**src/pjmsq_pkg.sv**
```systemverilog
// ----------------------------------------------------------------------------
// pjmsq_pkg
// Types and constants shared by the per-joint motion segment queue.
// ----------------------------------------------------------------------------
package pjmsq_pkg;

  localparam int unsigned CURVE_REGS = 4;
  localparam int unsigned CFG_IDX_W  = 3;
  localparam int unsigned FRAC_BITS  = 8;

  typedef enum logic [1:0] {
    OP_PUSH = 2'd0,
    OP_POP  = 2'd1,
    OP_PEEK = 2'd2,
    OP_RSVD = 2'd3
  } op_e;

  typedef enum logic [2:0] {
    ST_OK       = 3'd0,
    ST_INVALID  = 3'd1,
    ST_FULL     = 3'd2,
    ST_DISJOINT = 3'd3,
    ST_EMPTY    = 3'd4
  } status_e;

  typedef enum logic [2:0] {
    S_IDLE,
    S_LOOK,
    S_TAIL,
    S_COMMIT,
    S_HEAD,
    S_RESP
  } state_e;

  typedef struct packed {
    logic [1:0]         op;
    logic [2:0]         joint;
    logic [7:0]         packet_length;
    logic [7:0]         curve_select;
    logic signed [15:0] offset_y;
    logic signed [15:0] gain_y;
    logic [31:0]        duration_us;
  } in_item_t;

  typedef struct packed {
    logic [2:0]         status;
    logic [7:0]         head_curve;
    logic signed [15:0] head_offset;
    logic signed [15:0] head_gain;
    logic [31:0]        head_duration;
    logic [3:0]         free_slots;
    logic               queue_empty;
  } out_item_t;

  typedef struct packed {
    logic [7:0]         curve;
    logic signed [15:0] offset;
    logic signed [15:0] gain;
    logic [31:0]        duration;
  } seg_t;

  typedef struct packed {
    logic idle;
    logic capture;
    logic look;
    logic mul_end;
    logic commit;
    logic rd_head;
    logic load;
  } ctrl_cmd_t;

  typedef struct packed {
    logic out_busy;
  } dp_stat_t;

endpackage

```
**src/pjmsq_ctrl.sv**
```systemverilog
// ----------------------------------------------------------------------------
// pjmsq_ctrl
// Sequencer: steps one item through tail read, join check, commit, head
// read and result load.
// ----------------------------------------------------------------------------
module pjmsq_ctrl (
  input  logic                  clk_i,
  input  logic                  rst_ni,
  input  logic                  in_valid_i,
  input  pjmsq_pkg::dp_stat_t   stat_i,
  output pjmsq_pkg::ctrl_cmd_t  cmd_o
);
  import pjmsq_pkg::*;

  state_e state_q, state_d;

  always_ff @(posedge clk_i or negedge rst_ni) begin
    if (!rst_ni) begin
      state_q <= S_IDLE;
    end else begin
      state_q <= state_d;
    end
  end

  always_comb begin
    cmd_o   = '0;
    state_d = state_q;
    case (state_q)
      S_IDLE: begin
        cmd_o.idle = 1'b1;
        if (in_valid_i) begin
          cmd_o.capture = 1'b1;
          state_d       = S_LOOK;
        end
      end
      S_LOOK: begin
        cmd_o.look = 1'b1;
        state_d    = S_TAIL;
      end
      S_TAIL: begin
        cmd_o.mul_end = 1'b1;
        state_d       = S_COMMIT;
      end
      S_COMMIT: begin
        cmd_o.commit = 1'b1;
        state_d      = S_HEAD;
      end
      S_HEAD: begin
        cmd_o.rd_head = 1'b1;
        state_d       = S_RESP;
      end
      S_RESP: begin
        if (!stat_i.out_busy) begin
          cmd_o.load = 1'b1;
          state_d    = S_IDLE;
        end
      end
      default: state_d = S_IDLE;
    endcase
  end

endmodule

```
**config.mk**
```make
export PLATFORM = sky130hd
export DESIGN_NAME = pjmsq_ctrl
export DESIGN_NICKNAME = d
export VERILOG_FILES = /design/src/pjmsq_pkg.sv /design/src/pjmsq_ctrl.sv
export SDC_FILE = /design/constraint.sdc
export NUM_CORES = 1
export LEC_CHECK = 0
export BUFFER_PORTS_ARGS = -buffer_cell sky130_fd_sc_hd__buf_2
export CORE_AREA = 3 3 40 42
export CTS_CLUSTER_SIZE = 8
export DETAILED_ROUTE_END_ITERATION = 7
export DIE_AREA = 0 0 43 45
export PLACE_DENSITY_LB_ADDON = 0.12
export SLEW_MARGIN = 20
export SYNTH_ARGS = -nofsm -noshare
export SYNTH_HDL_FRONTEND = slang
export SYNTH_SLANG_ARGS = --single-unit
```
**constraint.sdc**
```tcl
create_clock -name clk_i -period 2.19 [get_ports clk_i]
set_clock_uncertainty 0.2 [all_clocks]
set_input_delay 0.219 -clock clk_i [delete_from_list [all_inputs] [get_ports clk_i]]
set_output_delay 0.219 -clock clk_i [all_outputs]
set_load 0.01 [all_outputs]
```
* Yosys cells after proc, flatten, opt, wreduce, memory -nomap -nowiden
Cells that the tools add are included.
** Word-level totals
- Logic and storage cells :: 21
- Input port bits :: 4
- Output and inout port bits :: 7
- Register bits :: 3
** Cells by class
- Equality and inequality tests :: 7
- Mux-type cells :: 11
- Reduce and logical (&&, ||, !) cells :: 2
** Operator list (number)
- 3-bit one-hot mux with 6 select lines :: 1
- 1-bit 2-to-1 mux :: 7
- 3-bit by 2-bit == test with 1-bit output, second input constant :: 2
- 3-bit == test, second input constant :: 2
- 3-bit 2-to-1 mux :: 2
- 2-bit inequality test, second input constant :: 2
- 3-bit by 1-bit == test with 1-bit output, second input constant :: 1
- 3-bit logical NOT :: 1
- 2-bit 2-to-1 mux :: 1
- 2-bit AND reduction :: 1

* Logic depth before layout (Yosys ltp)
Gate-level depths: netlist (run 1).
- Depth after elaboration :: 3
- Gate-level depth with buffers :: 3
- Gate-level depth less buffers :: 2

* Least setup slack after synthesis (run 1)
Ideal clock, no wire load.
- Path type :: flip-flop to output port
- Start point :: register state_q[0]
- End point :: output cmd_o[5] (netlist name)
- Cell stages (with the launch flop) :: 4
- Slack :: 0.829 ns
- Data required time :: 1.771 ns
- Path buffers :: 1
- Arrival :: 0.942 ns
- Cells stage by stage :: dfrtp_1 -> buf_6 -> nor3_2 -> and2_1
** RTL lines
- start: declaration :: RTL line pjmsq_ctrl.sv:15 : state_e state_q, state_d;
- start signal: assignment :: RTL line pjmsq_ctrl.sv:21 : state_q <= state_d;
- end: declaration :: RTL line pjmsq_ctrl.sv:11 : output pjmsq_pkg::ctrl_cmd_t cmd_o

==> flow_summary.toml, run 1 <==
[run_status]
status = "finished clean"

[synthesis]
syn-cell-area_um2 = 214
ys_ff_latch = 3
synth_top_area_frac = 0.351
synth_edf_count = 0
synth.largest_area_cell = "dfrtp_1"
synth-main-ff-cell = "dfrtp_1"
ys_top_cells_by_area = "dfrtp_1, buf_6, nor3b_1, and3b_4, nor3_1"
avgSynthCellArea_um2 = 10.2
synth_nets = 25
synth.yosys.warnings = 0
ys_seq_area_frac = 0.351
synth.distinct_cells = 14
synth_cells = 21
async_flop_share = 1.00

[sta]
relSlewSlack = 0.789
max_freq_mhz = 614
finalMaxSlewViolations = 0
fin_crit_sh = 0.744
finalCriticalPeriod_ns = 1.63
finalSetupViolations = 0
max_slew.worst_pin.slew_ns = 0.316
finalHoldViolCount = 0
grt_setup_unrepaired = "no"
fin_tns_setup_ns = 0

[flow_run]
drv_cap = 0

[global_route]
grt_overflow = 0
grt_antenna_before_repair = 0
first_global_vias = 185
grt_pass1_wl_um = 752
grt_max_degree = 12
grt.total_usage = 0.0618

[finish]
num-nets-final = 38
final-seq-area_um2 = 75.1
fillers = 147
mostFrequentLayoutCells = "buf_2, nor3b_1, clkbuf_4, dfrtp_1, nor3_1"
top_regs = "state_q (3)"
num_antenna_cells = 0
regMostFlops = "state_q"
drive_gt1_frac = 0.455
multiInputGateArea_um2 = 101
final_common_cell = "buf_2"
syn_to_final_growth_pct = 33.3
largest_reg_flops = 3
fin_util = 0.222

[pwr]
leakagePower_nw = 0.135
power_w = 0.000426
powerDensity_mw_per_mm2 = 1490
irDropWorstVdd_v = 0.000430

[clock_network]
clkTransAtPathRegs_ns = 0.04
htree_levels = 1
post_cts_resized = 0
cts_tree = "built"
cts_buffers = 3
clock_sinks = 3
clk_latency_ns = 0.23
cts_root_buf = "clkbuf_4"
cts.path.max_buffers = 2

[die]
dieArea_mm2 = 0.00194
coreArea_mm2 = 0.00128
die_h_um = 45
initial_utilization = 0.167
rows = 13
die_w_um = 43
io_pins = 11

[detailed_routing]
wl_met3_um = 38
totalWireLength_um = 471
highest_layer = "met4"
vias = 194
drc_errors = 0
ant_nets = 0
drt_iter0_drc = 1
via_per_inst = 4.04
first_pass_iters = 2
wl_met1_um = 184
wl_per_cell_um = 9.81
wl_met2_um = 228

[worst_setup_path]
worst_setup_path_end_kind = "output pin"
cp_max_fo = 8
criticalPathCategory = "flop to output pin"
cp-startpoint = "state_q[0]$_DFFE_PN0P_"
cp.arrival_ns = 1.21
required_ns = 1.77
crit_path_start_kind = "flop"
reg2reg_from = "state_q[2]$_DFFE_PN0P_"

[hold_path]
hp-class = "input port to flop"
min_from = "stat_i"

[place]
numPortBuffers = 10
place_congestion = 0.593
final timing paths:
path / endpoint / slack (ns) / cells after the start
hold / removal: state_q[0]$_DFFE_PN0P_ / 0.07 / 3
setup reg to reg: state_q[2]$_DFFE_PN0P_ / 0.93 / 2
setup / recovery: cmd_o[0] / 0.56 / 3
hold reg to reg: state_q[1]$_DFFE_PN0P_ / 0.44 / 1
min in group asynchronous: state_q[2]$_DFFE_PN0P_ / 0.11 / 2
max in group asynchronous: state_q[0]$_DFFE_PN0P_ / 1.58 / 2
timing repair:
| item | 4_1_cts | 5_1_grt |
|---|---|---|
| hold endpoints to repair | 3 | 0 |
| setup buffers | 0 | 0 |
| hold buffers | 1 | 0 |
| setup endpoints to repair | 0 | 0 |
kinds of logic (layout without fill, tap and decap cells):
family | Yosys count | count (layout) | share of synthesized area
AOI/OAI and AO/OA | 2 | 2 | 0.0819
xor gates and xnor gates | 1 | 1 | 0.0409
buffers and inverters | 4 | 16 | 0.175
DFF | 3 | 3 | 0.351
and+or+nand+nor | 11 | 11 | 0.351
synth_stat cells (all sizes together), types with 3 or more instances:
cell type / count
dfrtp: 3
nor3b: 3
buf: 3
nor3: 3
through the flow:
step | instances | hold WS, ns | cell area (um^2) | worst slack, ns
3_3_place_gp | 43 | -0.180 | 249 | 0.834
6_report | 48 | 0.0661 | 285 | 0.561
5_1_grt | 48 | 0.0912 | 285 | 0.478
4_1_cts | 48 | 0.0565 | 285 | 0.538
2_1_floorplan | 21 | -0.277 | 214 | 0.829
3_5_place_dp | 43 | -0.185 | 249 | 0.795
area by class of cell:
| class | count | area share |
|---|---|---|
| Tap cell | 15 | 0.0658 |
| Sequential cell | 3 | 0.263 |
| Timing Repair Buffer | 11 | 0.211 |
| Multi-Input combinational cell | 14 | 0.355 |
| Inverter | 1 | 0.0132 |
| Clock buffer | 4 | 0.0921 |
routing by layer:
layer / up-vias / global-route usage
li1: 95 / -
met1: 88 / 0.0607
met2: 9 / 0.0689
met3: 2 / 0.0199
met4: 0 / 0.127
met5: - / 0
power breakdown:
part	switching, W	internal [W]
logic	0.0000777	0.000101
clock network	0.0000309	0.0000684
registers	0.0000659	0.0000818
total	0.000174	0.000251
worst max-delay path, stage by stage (launching register included):
cell	delay (ns)
dfrtp_1	0.49
nand2b_1	0.12
nor3b_1	0.21
buf_2	0.16
Power figures use the tool's default switching activity.
==> run 2, diff against run 1 <==
==> constraint.sdc (replaced) <==
create_clock -name clk_i -period 1.6 [get_ports clk_i]
set_clock_uncertainty 0.2 [all_clocks]
set_input_delay 0.16 -clock clk_i [delete_from_list [all_inputs] [get_ports clk_i]]
set_output_delay 0.16 -clock clk_i [all_outputs]
set_load 0.01 [all_outputs]
==> run 2 against run 1 <==
Compared with the run above:
- clock power rose by 36%
- setup slack got worse by 0.47 ns
- total power rose by 40%
- design area rose by 4.8%
- utilization rose by 1.1 points
- hold slack got worse by 0.020 ns
- critical path depth did not move
- global-route usage rose by 0.17 points
- first-iteration DRC count rose by 100%
- via count fell by 3.1%
==> flow_summary.toml, run 2 (synthesis gave the netlist of run 1 again) <==
[detailed_routing]
drc_errors = 0
totalWireLength_um = 475
ant_nets = 0
vias = 188
via_per_inst = 3.84
wl_per_cell_um = 9.69
first_pass_iters = 2
drt_iter0_drc = 2

[finish]
largest_reg_flops = 3
fin_util = 0.233
top_regs = "state_q (3)"
num_antenna_cells = 0
drive_gt1_frac = 0.529
final_common_cell = "buf_2"
regMostFlops = "state_q"
num-nets-final = 39
fillers = 145
mostFrequentLayoutCells = "buf_2, nor3b_1, clkbuf_4, dfrtp_2"
syn_to_final_growth_pct = 39.8
stdcell_count = 49

[clock_network]
cts.path.max_buffers = 2
cts_root_buf = "clkbuf_4"
cts_buffers = 3
clkTransAtPathRegs_ns = 0.04
post_cts_buffers = 0
htree_levels = 1
clock_sinks = 3
clk_latency_ns = 0.23
cts_tree = "built"

[worst_setup_path]
cp.arrival_ns = 1.15
cp_max_fo = 8
crit_slowest_cell = "dfrtp_2"
path_depth = 3
path_buf_inv = 1
max_stage_delay_ns = 0.46
criticalPathCategory = "flop to output pin"
worst_setup_path_end_kind = "output pin"
crit_path_start_kind = "flop"
required_ns = 1.24
critPathTopFamily = "flip-flops"
path_cells = "nor3_2, and2_1, buf_2"
reg2reg_depth = 2

[die]
die_w_um = 43
coreArea_mm2 = 0.00128
rows = 13
die_h_um = 45
initial_utilization = 0.167
dieArea_mm2 = 0.00194
io_pins = 11

[hold_path]
hp-class = "input port to async pin"

[global_route]
grt_antenna_before_repair = 0
grt_overflow = 0
grt.total_usage = 0.0634
grt_pass1_wl_um = 738
grt_max_degree = 12
first_global_vias = 158

[run_status]
status = "finished clean"

[sta]
fin_tns_setup_ns = 0
finalSetupViolations = 0
grt_setup_unrepaired = "yes"
fin_crit_sh = 0.945
whs_ns = 0.0457
finalHoldViolCount = 0
finalMaxSlewViolations = 0
finalCriticalPeriod_ns = 1.51
relSlewSlack = 0.837
max_slew.worst_pin.slew_ns = 0.245
max_freq_mhz = 661

[pwr]
irDropWorstVdd_v = 0.000471
leakagePower_nw = 0.135
power_w = 0.000594
powerDensity_mw_per_mm2 = 1990

[place]
numPortBuffers = 10
place_inst = 43
place_congestion = 0.635
dp_hpwl_um = 328

[flow_run]
drv_cap = 0
## run 2: worst paths after layout
| kind | from | slack (ns) | endpoint |
|---|---|---|---|
| max reg2reg | state_q[2]$_DFFE_PN0P_ | 0.42 | state_q[2]$_DFFE_PN0P_ |
| min in group clk_i | in_valid_i | 0.07 | state_q[0]$_DFFE_PN0P_ |
| max | state_q[0]$_DFFE_PN0P_ | 0.09 | cmd_o[5] |
| min reg2reg | state_q[2]$_DFFE_PN0P_ | 0.36 | state_q[1]$_DFFE_PN0P_ |
| min | rst_ni | 0.05 | state_q[2]$_DFFE_PN0P_ |
| max in group asynchronous | rst_ni | 1.04 | state_q[0]$_DFFE_PN0P_ |
## run 2: per-layer routing
| layer | GRT usage | vias up | wire length (um) |
|---|---|---|---|
| li1 | - | 98 | - |
| met1 | 0.0704 | 77 | 219 |
| met2 | 0.0659 | 11 | 200 |
| met3 | 0.0159 | 2 | 39 |
| met4 | 0.127 | 0 | 16 |
| met5 | 0 | - | 0 |
## run 2: where the power goes
part	switching, W	internal (W)	total [W]	leakage [nW]
sequential	0.0000942	0.000120	0.000214	0.0337
clock	0.0000412	0.0000936	0.000135	0.0150
combinational	0.000105	0.000140	0.000246	0.0865
total	0.000241	0.000354	0.000594	0.135
## run 2: worst register-to-register path, stage by stage (launching register included)
cell and delay, ns:
dfrtp_2 0.45, and3b_4 0.23, a31o_1 0.18
## run 2: layout make-up
cell class                 instances  area [um^2]  share of cell area
clock buffer                       4         26.3              0.0879
multi-input combinational         14          101               0.339
timing repair buffer              12         70.1               0.234
inverter                           1         3.75              0.0126
tap                               15         18.8              0.0628
sequential                         3         78.8               0.264
## run 2: timing repair
action / 4_1_cts / 5_1_grt
resized for setup: 0 / 3
hold endpoints to repair: 4 / 0
endpoints found under the setup margin: 0 / 5
hold buffers: 2 / 0
## run 2: stage by stage
step	setup slack, ns	instance area, um^2
after global routing	-0.00187	299
after detailed placement	0.290	249
after floorplan	0.298	214
final	0.0879	299
after CTS	0.0342	295
after global placement	0.276	249
==> run 3, diff against run 2 <==
--- a/config.mk
+++ b/config.mk
@@ -10,7 +10,7 @@
 export CTS_CLUSTER_SIZE = 8
 export DETAILED_ROUTE_END_ITERATION = 7
 export DIE_AREA = 0 0 43 45
-export PLACE_DENSITY_LB_ADDON = 0.12
+export PLACE_DENSITY = 0.37
 export SLEW_MARGIN = 20
 export SYNTH_ARGS = -nofsm -noshare
 export SYNTH_HDL_FRONTEND = slang
==> run 3 against run 2 <==
Compared with the run above:
- cell count up 4.1%
- sequential power down 2%
- critical path depth unchanged
- fmax up 0.45%
- non-clock buffer count up 2
- flip-flop and latch count unchanged
- global-route usage up 0.67 points
- die area unchanged
- design area up 5.0%
- hold slack better by 0.0065 ns
- sequential share of layout area down 1.3 points
- utilization up 1.2 points
==> flow_summary.toml, run 3 (synthesis gave the netlist of run 1 again) <==
[place]
dp_hpwl_um = 311
numPortBuffers = 10
place_congestion = 0.644
dpl_cell_area_um2 = 249

[detailed_routing]
ant_nets = 0
drc_errors = 0
via_per_inst = 4.04
totalWireLength_um = 503
first_pass_iters = 4
drt_iter0_drc = 5
vias = 206
wl_per_cell_um = 9.86

[die]
die_h_um = 45
dieArea_mm2 = 0.00194
die_w_um = 43
rows = 13
initial_utilization = 0.167
coreArea_mm2 = 0.00128
io_pins = 11

[finish]
fillers = 154
regMostFlops = "state_q"
largest_reg_flops = 3
top_regs = "state_q (3)"
final_common_cell = "buf_2"
multiInputGateArea_um2 = 101
syn_to_final_growth_pct = 46.8
drive_gt1_frac = 0.556
mostFrequentLayoutCells = "buf_2, nor3b_1, clkbuf_4, dfrtp_2"
postLayoutCellArea_um2 = 314
fin_util = 0.244
num-nets-final = 41
num_antenna_cells = 0
final-seq-area_um2 = 78.8

[sta]
max_slew.worst_pin.slew_ns = 0.221
finalSetupViolations = 0
fin_tns_setup_ns = 0
max_freq_mhz = 664
finalHoldViolCount = 0
finalCriticalPeriod_ns = 1.51
relSlewSlack = 0.853
finalMaxSlewViolations = 0
grt_setup_unrepaired = "no"
fin_crit_sh = 0.941

[worst_setup_path]
crit_slowest_cell = "dfrtp_2"
cp-startpoint = "state_q[0]$_DFFE_PN0P_"
reg2reg_from = "state_q[2]$_DFFE_PN0P_"
r2r-end = "state_q[2]$_DFFE_PN0P_"
r2r_slack_ns = 0.42
cp.arrival_ns = 1.15
required_ns = 1.24
reg2reg_depth = 2
cp_max_fo = 8
crit_path_start_kind = "flop"
path_cells = "nor3_2, and2_1, buf_2"
max_stage_delay_ns = 0.45
criticalPathCategory = "flop to output pin"
worst_setup_path_end_kind = "output pin"

[clock_network]
cts_tree = "built"
htree_levels = 1
clkTransAtPathRegs_ns = 0.04
cts.path.max_buffers = 2
clock_sinks = 3
cts_buffers = 3
clk_latency_ns = 0.23
cts_root_buf = "clkbuf_4"

[run_status]
status = "finished clean"

[flow_run]
drv_cap = 0

[global_route]
grt_overflow = 0
grt_max_degree = 12
first_global_vias = 213
grt.total_usage = 0.0702
grt_antenna_before_repair = 0
grt_pass1_wl_um = 910

[pwr]
powerDensity_mw_per_mm2 = 2000
leakagePower_nw = 0.145
irDropWorstVdd_v = 0.000574

[hold_path]
hp-class = "input port to async pin"
## run 3: cell count changes in the layout (fill, tap and decap cells not counted)
| cell | delta |
|---|---|
| buf_4 | +2 |
## run 3: worst max-delay path by stage
stage / to / slack, ns / depth (start not counted)
4_1_cts: cmd_o[0] / 0.04 / 3
2_1_floorplan: cmd_o[5] / 0.30 / 3
5_1_grt: cmd_o[5] / 0.01 / 3
3_3_place_gp: cmd_o[0] / 0.29 / 3
6_report: cmd_o[5] / 0.09 / 3
3_5_place_dp: cmd_o[0] / 0.30 / 3
## run 3: timing repair
item                                    4_1_cts  5_1_grt
setup buffers                                 0        2
resized for setup                             0        3
endpoints found under the hold margin         4        0
hold buffers                                  2        0
endpoints found under the setup margin        0        5
## run 3: final cells by class
| cell class | count | share of cell area |
|---|---|---|
| Clock buffer | 4 | 0.0837 |
| Inverter | 1 | 0.0120 |
| Multi-Input combinational cell | 14 | 0.323 |
| Sequential cell | 3 | 0.251 |
| Tap cell | 15 | 0.0598 |
| Timing Repair Buffer | 14 | 0.271 |
## run 3: per-stage QoR
step / hold slack (ns) / setup slack, ns / std cells / power [W]
after floorplan: -0.336 / 0.298 / 21 / 0.000428
after global placement: -0.243 / 0.294 / 43 / 0.000447
after detailed placement: -0.244 / 0.304 / 43 / 0.000445
after CTS: 0.0520 / 0.0412 / 49 / 0.000593
after global routing: 0.0538 / 0.0119 / 51 / 0.000698
final: 0.0522 / 0.0947 / 51 / 0.000629
## run 3: per-layer routing
layer | vias to the layer above | track usage | wire [um]
met5 | - | 0 | 0
met4 | 0 | 0.0904 | 23
met3 | 2 | 0.0438 | 60
met2 | 12 | 0.0838 | 222
met1 | 92 | 0.0730 | 197
li1 | 100 | - | -
## run 3: power breakdown
| part | internal (W) | switching [W] | total [W] |
|---|---|---|---|
| clock network | 0.0000935 | 0.0000394 | 0.000133 |
| logic | 0.000169 | 0.000117 | 0.000287 |
| registers | 0.000120 | 0.0000894 | 0.000209 |
| total | 0.000383 | 0.000246 | 0.000629 |
## run 3: worst max-delay path: cells and delay by family, from the launching register on
family | cells | cell delay, ns
AND/OR/NAND/NOR | 2 | 0.34
buffers and inverters | 1 | 0.12
flip-flops | 1 | 0.45
